## config.mk

```make
export PLATFORM = sky130hd
export DESIGN_NAME = smcg_div_pipe
export DESIGN_NICKNAME = d
export VERILOG_FILES = /design/src/rtl/core/smcg_div_pipe.sv
export SDC_FILE = /design/constraint.sdc
export NUM_CORES = 1
export LEC_CHECK = 0
export CORE_MARGIN = 2
export CORE_UTILIZATION = 30
export CTS_BUF_LIST = sky130_fd_sc_hd__clkbuf_16
export DETAILED_ROUTE_END_ITERATION = 7
export DONT_BUFFER_PORTS = 1
export PLACE_DENSITY = 0.55
export SYNTH_ARGS = -nofsm -noshare
export SYNTH_HDL_FRONTEND = slang
export SYNTH_SLANG_ARGS = --single-unit
```

## constraint.sdc

```tcl
create_clock -name clk -period 3.2 [get_ports clk]
set_input_delay 0.64 -clock clk [delete_from_list [all_inputs] [get_ports clk]]
set_output_delay 0.64 -clock clk [all_outputs]
set_load 0.05 [all_outputs]
```

## src/rtl/core/smcg_div_pipe.sv

```systemverilog
// ---------------------------------------------------------------------------
// smcg_div_pipe
// Restoring divider, one quotient bit per register stage.
// ---------------------------------------------------------------------------
module smcg_div_pipe #(
  parameter int unsigned NW = 21,
  parameter int unsigned VW = 9
) (
  input  logic          clk,
  input  logic          en,
  input  logic [NW-1:0] num,
  input  logic [VW-1:0] den,
  output logic [NW-1:0] quo
);

  logic [VW-1:0] rem_r   [NW];
  logic [NW-1:0] acc_r   [NW];
  logic [VW-1:0] den_r   [NW];
  logic [VW-1:0] rem_nxt [NW];
  logic [NW-1:0] acc_nxt [NW];
  logic [VW-1:0] rem_in  [NW];
  logic [NW-1:0] acc_in  [NW];
  logic [VW-1:0] den_in  [NW];

  always_comb begin
    logic [VW:0] t;
    logic        qb;
    for (int s = 0; s < NW; s++) begin
      if (s == 0) begin
        rem_in[s] = '0;
        acc_in[s] = num;
        den_in[s] = den;
      end else begin
        rem_in[s] = rem_r[s-1];
        acc_in[s] = acc_r[s-1];
        den_in[s] = den_r[s-1];
      end
      t  = {rem_in[s], acc_in[s][NW-1]};
      qb = (t >= {1'b0, den_in[s]});
      if (qb) begin
        rem_nxt[s] = VW'(t - {1'b0, den_in[s]});
      end else begin
        rem_nxt[s] = t[VW-1:0];
      end
      acc_nxt[s] = {acc_in[s][NW-2:0], qb};
    end
  end

  always_ff @(posedge clk) begin
    if (en) begin
      for (int s = 0; s < NW; s++) begin
        rem_r[s] <= rem_nxt[s];
        acc_r[s] <= acc_nxt[s];
        den_r[s] <= den_in[s];
      end
    end
  end

  assign quo = acc_r[NW-1];

endmodule

```

==> results of run 1 <==
worst min-delay path by stage:
stage | from | end | slack [ns]
2_1_floorplan | acc_r[0][78]$_DFFE_PP_ | acc_r[0][100]$_DFFE_PP_ | 0.40
3_3_place_gp | acc_r[0][132]$_DFFE_PP_ | acc_r[0][154]$_DFFE_PP_ | 0.40
3_5_place_dp | acc_r[0][81]$_DFFE_PP_ | acc_r[0][103]$_DFFE_PP_ | 0.40
4_1_cts | num[0] | acc_r[0][1]$_DFFE_PP_ | 0.0002
5_1_grt | num[0] | acc_r[0][1]$_DFFE_PP_ | 0.02
6_report | num[0] | acc_r[0][1]$_DFFE_PP_ | 0.08
cell families (layout without fill, tap and decap cells):
group                    count (synthesis)  in the layout  share of synthesized area [%]
AO/OA/AOI/OAI                          385            385                           7.87
adder cells (fa/ha/maj)                201            201                           7.74
AND/OR/NAND/NOR                        319            319                           4.70
XOR/XNOR                                91             91                           2.32
flip-flops                             801            801                           70.1
buffers and inverters                  264            426                           2.98
multiplexers                           132            132                           4.31
power breakdown:
group	switching (uW)	total [uW]	internal, uW
clock	4220	10100	5870
sequential	908	14800	13900
combinational	5030	9480	4440
total	10200	34400	24200
registers in the layout, indices dropped and copies added (netlist names):
name and cells:
rem_r 180, acc_r 441, den_r 180
through the flow:
| stage | hold slack [ns] | setup WS, ns | cells | instance area (sq um) |
|---|---|---|---|---|
| CTS | 0.000177 | 0.358 | 3864 | 39100 |
| finish | 0.0755 | 0.195 | 3867 | 39200 |
| global route | 0.0186 | 0.188 | 3867 | 39200 |
| floorplan | 0.400 | 0.624 | 2193 | 34300 |
| global placement | 0.401 | 0.452 | 3702 | 36200 |
| detailed placement | 0.405 | 0.376 | 3702 | 36200 |
area by class of cell:
type                    instances  area (sq um)  share of cell area, %
well taps                    1512          1890                   4.83
flip-flops and latches        801         24100                   61.4
repair buffers                  9           128                  0.326
clock buffers                  92          2300                   5.88
multi-input cells            1128          9250                   23.6
clock inverters                70           599                   1.53
inverters                     255           957                   2.44
layer usage:
| metal | GRT usage [%] | vias to the layer above | wire length [um] |
|---|---|---|---|
| li1 | - | 8495 | - |
| met2 | 16.7 | 314 | 28400 |
| met5 | 0 | - | 0 |
| met4 | 4.55 | 0 | 2140 |
| met3 | 2.24 | 138 | 2300 |
| met1 | 11.6 | 8586 | 24200 |
cell usage in the layout (no fill, tap or decap), drive strengths merged, types with 10 or more instances in the layout:
| cell type | Yosys | routed |
|---|---|---|
| o211ai | 17 | 17 |
| edfxtp | 801 | 801 |
| fa | 19 | 19 |
| inv | 253 | 275 |
| o21a | 11 | 11 |
| clkinv | 2 | 38 |
| o31ai | 21 | 21 |
| ha | 182 | 182 |
| a21o | 47 | 47 |
| mux2i | 30 | 30 |
| a221oi | 16 | 16 |
| and3 | 16 | 16 |
| nand2 | 56 | 56 |
| nand3 | 59 | 59 |
| mux2 | 102 | 102 |
| nand2b | 14 | 14 |
| nor3 | 23 | 23 |
| clkbuf | 1 | 92 |
| xnor2 | 54 | 54 |
| a31oi | 10 | 10 |
| nor2b | 29 | 29 |
| xor2 | 37 | 37 |
| a21boi | 10 | 10 |
| o21ai | 65 | 65 |
| a21oi | 113 | 113 |
| nor2 | 74 | 74 |
==> summary.txt, run 1 <==
Synth
  • Top FF cell, synth: edfxtp_1
  • Async set-reset flop share out of synthesis: 0%
  • Syn nets: ~2400
  • Synth area leader: edfxtp_1
  • Post-synth EDFFs: around 800
  • Area contributors post-synth: edfxtp_1 70%, ha_1 6.6%, mux2_2 3.1%, inv_1 2.7%, a21oi_1 1.6%
  • Post-synthesis sequential area ratio: 70.1%
  • Flops & latches, synth: 801
  • Synth Cell Area: 34300 sq um
  • Top cell type's share of synthesized area: 70.1%
  • Post-synth cell types: 77
  • Post-Synthesis Cells: roughly 2200
  • Synthesized area per cell: 15.7 sq um
  • Synthesis warning total: 0
  • Commonest cells post-synth: 801 x edfxtp_1, 249 x inv_1, 182 x ha_1, 111 x a21oi_1, 94 x mux2_2
  • Dominant cell by count in the synthesized netlist: edfxtp_1

Setup path
  • Crit path depth: 2
  • Crit path capture: acc_r[1][110]$_DFFE_PP_
  • Worst r2r dst: rem_r[1][6]$_DFFE_PP_
  • Startpoint types: primary input
  • Setup crit end kind: flop
  • Crit path DAT: between 3 and 4 ns
  • Worst R2R Path Depth: 9
  • Worst R2R Setup Slack: 0.34 ns
  • Slowest cell on the critical path: buf_16
  • Worst setup startpoint: en
  • Critical Path, Cell by Cell: buf_16, buf_16
  • Worst path bufs/invs: 2
  • Most frequent CP cell: buf_16
  • CP max stage delay: a little under 0.9 ns
  • CP top delay family: buffers and inverters
  • Critical setup path kind: primary input to flop
  • Largest fanout on the critical path: around 330
  • Worst r2r src: acc_r[0][83]$_DFFE_PP_
  • CP required: 3.46 ns

Clock tree
  • H-tree Lvls: 3
  • CTS tree: built
  • Clk slew on worst S/H paths: about 0.070 ns
  • Root Driver: clkbuf_16
  • Clock Path Buffers: 3
  • Post-CTS sizing: 0
  • Worst-skew pair later-pin latency: 0.66 ns
  • TritonCTS buffer count: 90
  • Hold Buf Count CTS: 0
  • Setup Fix Bufs, Post-CTS: 0
  • Clock Sinks: between 800 and 900

Final layout
  • ANT cells: 0
  • Fillers: 10900
  • Core Util, Final: 34.4%
  • Share of cells above drive strength 1: 11.6%
  • P&R area growth vs syn: 14.1%
  • Layout net count: roughly 2500

Placed design
  • HPWL after detailed placement: ~35000 um
  • GPL Wtd Cong: roughly 0.85
  • Input/output buffers: 0

Floorplanning
  • Initial Util: 30.1%
  • Die Ht: 342 um
  • Die ar.: 117000 sq um
  • Row cnt: around 120
  • Core Region: 114000 sq um
  • Ports: 53
  • Die width: 342 um

Timing
  • Tmin final: 3.00 ns
  • Period utilisation layout: a little over nine tenths
  • Measured slew at the worst slew-check pin: between 2 and 2.5 ns
  • Max transition margin: -39.4%
  • Final Setup Violations: 0
  • Top achievable clock speed: 333 MHz
  • Max Slew Vio Count: approximately 320
  • Final setup TNS: 0 ns
  • Layout Skew: approximately 0.039 ns
  • Hold Vio Cnt, Final: 0
  • Setup repair after global routing missed its margin: no

Global routing
  • Largest net degree at the start of global routing: 802
  • Remaining Overflow, GRT: 0
  • First-pass GRT wire length: 93700 um
  • Initial antenna violation count: 0
  • Gr usage total: 9.75%
  • Vias in the first global route: 18300

Route
  • Wire per inst: ~15 um
  • Drt drc: 0
  • Final wirelength: 57000 um
  • Iteration-0 DRC Markers: 1163
  • Via count: 17500
  • Drt via density: between 4 and 5
  • 1st-pass router iterations: 5
  • Antenna Nets Post-Route: 0

Worst hold path
  • Worst min-delay path class: primary input to flop
  • Hold path cells: 0

Status
  • Run status: finished, violations left
  • Failing checks: slew limit

Power and ir drop
  • Tot Pwr: 34400 uW
  • Worst VDD drop: between 0.0004 and 0.0005 V
  • Lkg Pwr: 0.0147 uW
  • PwrDens: between 800 and 900 nW/um^2

Job
  • Max Cap Violations: 0
(Power assumes the default switching activity.)
==> run 2: changes to the inputs <==
Settings changed: CAP_MARGIN from default to 15, CORE_ASPECT_RATIO from default to 0.8, CTS_CLUSTER_DIAMETER from default to 200.
==> run 2 against run 1 <==
Net effect: the flow now finishes without violations; power rose by 0.34%; cell area rose by 0.73%; via count rose by 0.56%; register-to-register slack barely moved; critical path type unchanged; critical endpoint is now acc_r[2][90]$_DFFE_PP_.
==> summary.txt, run 2 (synthesis results as in run 1) <==
Timing
  • Period utilisation layout: 90.9% (-3.0 points)
  • Max Slew Vio Count: 0 (-100%)
  • Hold Vio Cnt, Final: 0 (unchanged)
  • Measured slew at the worst slew-check pin: 1.27 ns (-0.818 ns)
  • Final setup TNS: 0 ns (unchanged)
  • Top achievable clock speed: 344 MHz (+3.3%)
  • Layout Skew: 0.0332 ns (-0.00549 ns)
  • Max transition margin: 15.1% (+55 points)
  • Tmin final: 2.91 ns (-0.0962 ns)
  • Final Setup Violations: 0 (unchanged)
  • Setup repair after global routing missed its margin: no

Route
  • Wire per inst: 14.7 um (about the same)
  • 1st-pass router iterations: 7 (+2)
  • Antenna Nets Post-Route: 0 (unchanged)
  • Via count: 17600 (+0.56%)
  • Final wirelength: 57400 um (+0.68%)
  • Drt drc: 0 (unchanged)
  • Drt via density: 4.53 (-0.11%)
  • Iteration-0 DRC Markers: 1147 (-1.4%)

Floorplanning
  • Die width: 382 um (+12%)
  • Die Ht: 307 um (-10%)
  • Row cnt: 110 (-11%)
  • Core Region: 113000 sq um (-0.78%)
  • Initial Util: 30.4% (+0.24 points)
  • Die ar.: 117000 sq um (about the same)
  • Ports: 53 (unchanged)

Placed design
  • HPWL after detailed placement: 35900 um (+1.5%)
  • GPL Wtd Cong: 0.827 (-2.4%)
  • Placed insts: 3702 (unchanged)
  • Area after DPL: 36200 sq um (unchanged)
  • Input/output buffers: 0 (unchanged)

Final layout
  • Post-route cell area: 39500 sq um (+0.73%)
  • Top Registers: acc_r (441), den_r (180), rem_r (180)
  • Area of the multi-input gates: 9250 sq um (unchanged)
  • Share of cells above drive strength 1: 11.8% (+0.17 points)
  • Layout Cells excl Fill: 3893 (+0.67%)
  • Sequential cell area: 24100 sq um (unchanged)
  • Most frequent cells in the layout: 801 x edfxtp_1, 260 x inv_1, 182 x ha_1
  • P&R area growth vs syn: 15.0%
  • Max FFs per register: 441 (unchanged)
  • ANT cells: 0 (unchanged)
  • Layout net count: 2540 (+0.87%)
  • Fillers: 10700 (-1.9%)
  • Most common cell after layout, fill and taps aside: edfxtp_1
  • Largest Register: acc_r

Clock tree
  • H-tree Lvls: 3 (unchanged)
  • Worst-skew pair later-pin latency: 0.69 ns (+0.03 ns)
  • Hold Buf Count CTS: 24 (+24)
  • Setup Fix Bufs, Post-CTS: 0 (unchanged)
  • Root Driver: clkbuf_16
  • Clock Path Buffers: 3 (unchanged)
  • Clk slew on worst S/H paths: 0.06 ns (about the same)
  • TritonCTS buffer count: 87 (-3.3%)
  • CTS tree: built
  • Post-CTS sizing: 0 (unchanged)
  • Clock Sinks: 801 (unchanged)

Power and ir drop
  • Sequential share of power: 43.0% (about the same)
  • Switch share: 29.8% (+0.29 points)
  • Lkg Pwr: 0.0148 uW (+0.58%)
  • PwrDens: 875 nW/um^2 (-0.38%)
  • Clock network fraction of design power: 29.4% (about the same)
  • Gate power share: 27.6% (about the same)
  • Pint: 24200 uW (about the same)
  • Worst VDD drop: 0.000420 V (-9.7%)
  • NetSw: 10300 uW (+1.3%)

Setup path
  • CP required: 3.48 ns (+0.02 ns)
  • Crit path DAT: 3.19 ns (-0.07 ns)
  • Critical Path, Cell by Cell: buf_16, buf_16, buf_16
  • Most frequent CP cell: buf_16
  • Setup crit end kind: flop
  • Startpoint types: primary input
  • CP max stage delay: 0.73 ns (-0.16 ns)
  • Critical setup path kind: primary input to flop
  • Slowest cell on the critical path: buf_16
  • Largest fanout on the critical path: 235 (-29%)

Global routing
  • Initial antenna violation count: 1 (+1)
  • Remaining Overflow, GRT: 0 (unchanged)
  • First-pass GRT wire length: 93900 um (+0.18%)
  • Largest net degree at the start of global routing: 802 (unchanged)
  • Gr usage total: 9.81% (+0.057 points)
  • Vias in the first global route: 18100 (-1.1%)

Job
  • Max Cap Violations: 0 (unchanged)

Worst hold path
  • Worst min-delay path class: primary input to flop

Status
  • Run status: finished, final reports clean
-- run 2: cell count changes in the layout (fill, tap and decap cells not counted), moves of 3 or more --
cell           before  now
clkinv_1           19   22
inv_1             268  260
dlygate4sd3_1       0   24
clkbuf_16          92   89
clkinv_2           16   20
-- run 2: worst paths after layout --
kind / start / end / slack [ns] / cells past startpoint
worst max-delay path: en / acc_r[2][90]$_DFFE_PP_ / 0.29 / 3
worst min-delay path: num[13] / acc_r[0][14]$_DFFE_PP_ / 0.07 / 0
worst max register to register: acc_r[0][83]$_DFFE_PP_ / rem_r[1][6]$_DFFE_PP_ / 0.34 / 9
worst min register to register: acc_r[0][80]$_DFFE_PP_ / acc_r[0][102]$_DFFE_PP_ / 0.39 / 0
-- run 2: power groups by stage --
stage	Combinational (uW)	Clock [uW]	Sequential (uW)
after floorplan	7480	0	14700
after global placement	8700	0	15100
after detailed placement	9150	0	15100
after CTS	9250	10600	14900
after global routing	10600	11000	15000
final	9530	10100	14800
-- run 2: metrics by stage --
stage	utilization [%]	worst slack, ns	total power (uW)	hold slack [ns]
finish	34.9	0.291	34500	0.0680
global route	34.9	0.171	36600	0.0219
CTS	34.8	0.341	34700	0.00915
detailed placement	32.0	0.353	24200	0.405
global placement	32.0	0.450	23800	0.400
floorplan	-	0.624	22100	0.400
-- run 2: routing by layer --
metal / vias up / GRT usage (%) / part of all wire, %
li1: 8546 / - / -
met5: - / 0 / 0
met3: 124 / 2.32 / 4.7
met4: 0 / 4.28 / 3.1
met2: 367 / 15.4 / 46
met1: 8594 / 12.9 / 46
-- run 2: layout make-up --
class                           instances  share of cell area, %
Clock buffer                           89                   5.64
Tap cell                             1512                   4.79
Inverter                              255                   2.43
Clock inverter                         74                   1.75
Sequential cell                       801                   60.9
Timing Repair Buffer                   34                   1.00
Multi-Input combinational cell       1128                   23.4
-- run 2: worst max-delay path, delay by kind of cell --
kind / cells / cell delay [ns]
buf+inv: 3 / 1.79
==> run 3: changes to the inputs <==
==> constraint.sdc (replaced) <==
create_clock -name clk -period 3.2 [get_ports clk]
set_input_delay 0 -clock clk [delete_from_list [all_inputs] [get_ports clk]]
set_output_delay 0 -clock clk [all_outputs]
set_load 0.05 [all_outputs]
==> run 3 against run 2 <==
Net effect: combinational power is 0.4% higher; utilization grew 0.33 points; power grew 0.14%; sequential share of layout area fell by 0.56 points; clock skew grew 0.0013 ns; hold slack improved by 0.015 ns; maximum frequency increased by 0.43%; clock power hardly changed; worst setup slack improved by 0.012 ns.
==> summary.txt, run 3 (synthesis results as in run 1) <==
Timing
  • Final setup TNS: 0 ns (unchanged)
  • Max Slew Vio Count: 0 (unchanged)
  • Tmin final: 2.90 ns (-0.0125 ns)
  • Setup repair after global routing missed its margin: no
  • Period utilisation layout: 90.5% (-0.39 points)
  • Measured slew at the worst slew-check pin: 1.26 ns (-0.0169 ns)
  • Layout Skew: 0.0346 ns (+0.00134 ns)
  • Hold Vio Cnt, Final: 0 (unchanged)
  • Max transition margin: 16.3% (+1.1 points)
  • Final setup margin: 0.304 ns (+0.0125 ns)
  • Final Setup Violations: 0 (unchanged)
  • Top achievable clock speed: 345 MHz (+0.43%)

Placed design
  • Input/output buffers: 0 (unchanged)
  • Area after DPL: 36200 sq um (unchanged)
  • HPWL after detailed placement: 35900 um (unchanged)
  • GPL Wtd Cong: 0.827 (unchanged)
  • Place WS: 0.353 ns (unchanged)
  • Placed insts: 3702 (unchanged)

Clock tree
  • TritonCTS buffer count: 87 (unchanged)
  • Root Driver: clkbuf_16
  • Clock Sinks: 801 (unchanged)
  • Post-CTS sizing: 0 (unchanged)
  • H-tree Lvls: 3 (unchanged)
  • Clock Path Buffers: 3 (unchanged)
  • CTS tree: built
  • Worst-skew pair later-pin latency: 0.69 ns (about the same)
  • Clk slew on worst S/H paths: 0.07 ns (about the same)

Global routing
  • Remaining Overflow, GRT: 0 (unchanged)
  • Largest net degree at the start of global routing: 802 (unchanged)
  • GRT met3 Usage: 2.33% (+0.011 points)
  • Initial antenna violation count: 1 (unchanged)
  • GR Util met1: 12.9% (-0.032 points)
  • Grt met2 use: 15.7% (+0.24 points)
  • Busiest grt layer: met2
  • First-pass GRT wire length: 94500 um (+0.64%)
  • Vias in the first global route: 18300 (+0.83%)
  • Gr usage total: 9.87% (+0.059 points)

Final layout
  • Layout net count: 2575 (+1.4%)
  • Layout Cells excl Fill: 3928 (+0.90%)
  • Area of the multi-input gates: 9250 sq um (unchanged)
  • Core Util, Final: 35.3% (+0.33 points)
  • Post-route cell area: 39800 sq um (+0.93%)
  • Most common cell after layout, fill and taps aside: edfxtp_1
  • Most frequent cells in the layout: 801 x edfxtp_1, 260 x inv_1, 182 x ha_1
  • Largest Register: acc_r
  • ANT cells: 0 (unchanged)
  • Top Registers: acc_r (441), den_r (180), rem_r (180)
  • Max FFs per register: 441 (unchanged)
  • Share of cells above drive strength 1: 11.6% (-0.13 points)
  • Sequential cell area: 24100 sq um (unchanged)
  • Fillers: 10600 (-0.30%)
  • P&R area growth vs syn: 16.0%

Setup path
  • CP top delay family: buffers and inverters
  • Crit path DAT: 3.18 ns (about the same)
  • Worst R2R Path Depth: 9 (unchanged)
  • Worst path bufs/invs: 4 (+1)
  • Critical Path, Cell by Cell: dlygate4sd3_1, buf_16, buf_16, buf_16
  • Crit path depth: 4 (+1)
  • CP max stage delay: 0.72 ns (about the same)
  • CP required: 3.48 ns (about the same)
  • Critical setup path kind: primary input to flop
  • Largest fanout on the critical path: 235 (unchanged)
  • Setup crit end kind: flop
  • Most frequent CP cell: buf_16
  • Slowest cell on the critical path: dlygate4sd3_1
  • Startpoint types: primary input

Route
  • Iteration-0 DRC Markers: 1135 (-1.0%)
  • Via count: 17800 (+0.94%)
  • Final wirelength: 57800 um (+0.73%)
  • Wire per inst: 14.7 um (-0.16%)
  • Antenna Nets Post-Route: 0 (unchanged)
  • Drt drc: 0 (unchanged)
  • 1st-pass router iterations: 7 (unchanged)
  • Drt via density: 4.53 (about the same)

Floorplanning
  • Row cnt: 110 (unchanged)
  • Ports: 53 (unchanged)
  • Core Region: 113000 sq um (unchanged)
  • Die ar.: 117000 sq um (unchanged)
  • Die width: 382 um (unchanged)
  • Die Ht: 307 um (unchanged)
  • Initial Util: 30.4% (unchanged)

Power and ir drop
  • Lkg Pwr: 0.0149 uW (+1.0%)
  • PwrDens: 868 nW/um^2 (-0.79%)
  • Worst VDD drop: 0.000420 V (about the same)

Status
  • Run status: finished, final reports clean

Worst hold path
  • Worst min-delay path class: primary input to flop
  • Hold path cells: 1 (+1)

Job
  • Max Cap Violations: 0 (unchanged)
==> run 3: changes by cell type in the layout (fill, tap and decap cells not counted), sizes merged <==
cell / delta
dlygate4sd3: +34
buf: +1
==> run 3: path summary, 6_finish.rpt <==
| check | from | endpoint | slack (ns) |
|---|---|---|---|
| setup / recovery | en | acc_r[2][46]$_DFFE_PP_ | 0.30 |
| hold reg to reg | acc_r[0][80]$_DFFE_PP_ | acc_r[0][102]$_DFFE_PP_ | 0.39 |
| setup reg to reg | acc_r[0][83]$_DFFE_PP_ | rem_r[1][6]$_DFFE_PP_ | 0.34 |
| hold / removal | den[8] | den_r[0][8]$_DFFE_PP_ | 0.08 |
==> run 3: final cells by class <==
cell class / instances / area share [%]
Timing Repair Buffer: 69 / 1.92
Inverter: 255 / 2.40
Clock inverter: 74 / 1.74
Tap cell: 1512 / 4.75
Multi-Input combinational cell: 1128 / 23.2
Sequential cell: 801 / 60.4
Clock buffer: 89 / 5.59
==> run 3: stage by stage <==
step / power (uW) / hold slack [ns]
2_1_floorplan: 22100 / 0.0989
3_3_place_gp: 23800 / 0.0989
3_5_place_dp: 24200 / 0.0989
6_report: 34600 / 0.0830
4_1_cts: 34800 / -0.436
5_1_grt: 36700 / 0.0367
==> run 3: report_power, final <==
| group | leakage [uW] | internal, uW | switching, uW |
|---|---|---|---|
| Sequential | 0.00781 | 13900 | 926 |
| Combinational | 0.00565 | 4500 | 5070 |
| Clock | 0.00146 | 5840 | 4320 |
==> run 3: routing by layer <==
layer | part of all wire (%) | wire [um]
met2 | 46 | 26700
met4 | 3.0 | 1750
met1 | 46 | 26700
met3 | 4.6 | 2670
met5 | 0 | 0
==> run 3: timing repair <==
| item | CTS | global route |
|---|---|---|
| hold buffers | 57 | 2 |
| setup buffers | 0 | 0 |
| endpoints found under the hold margin | 840 | 53 |
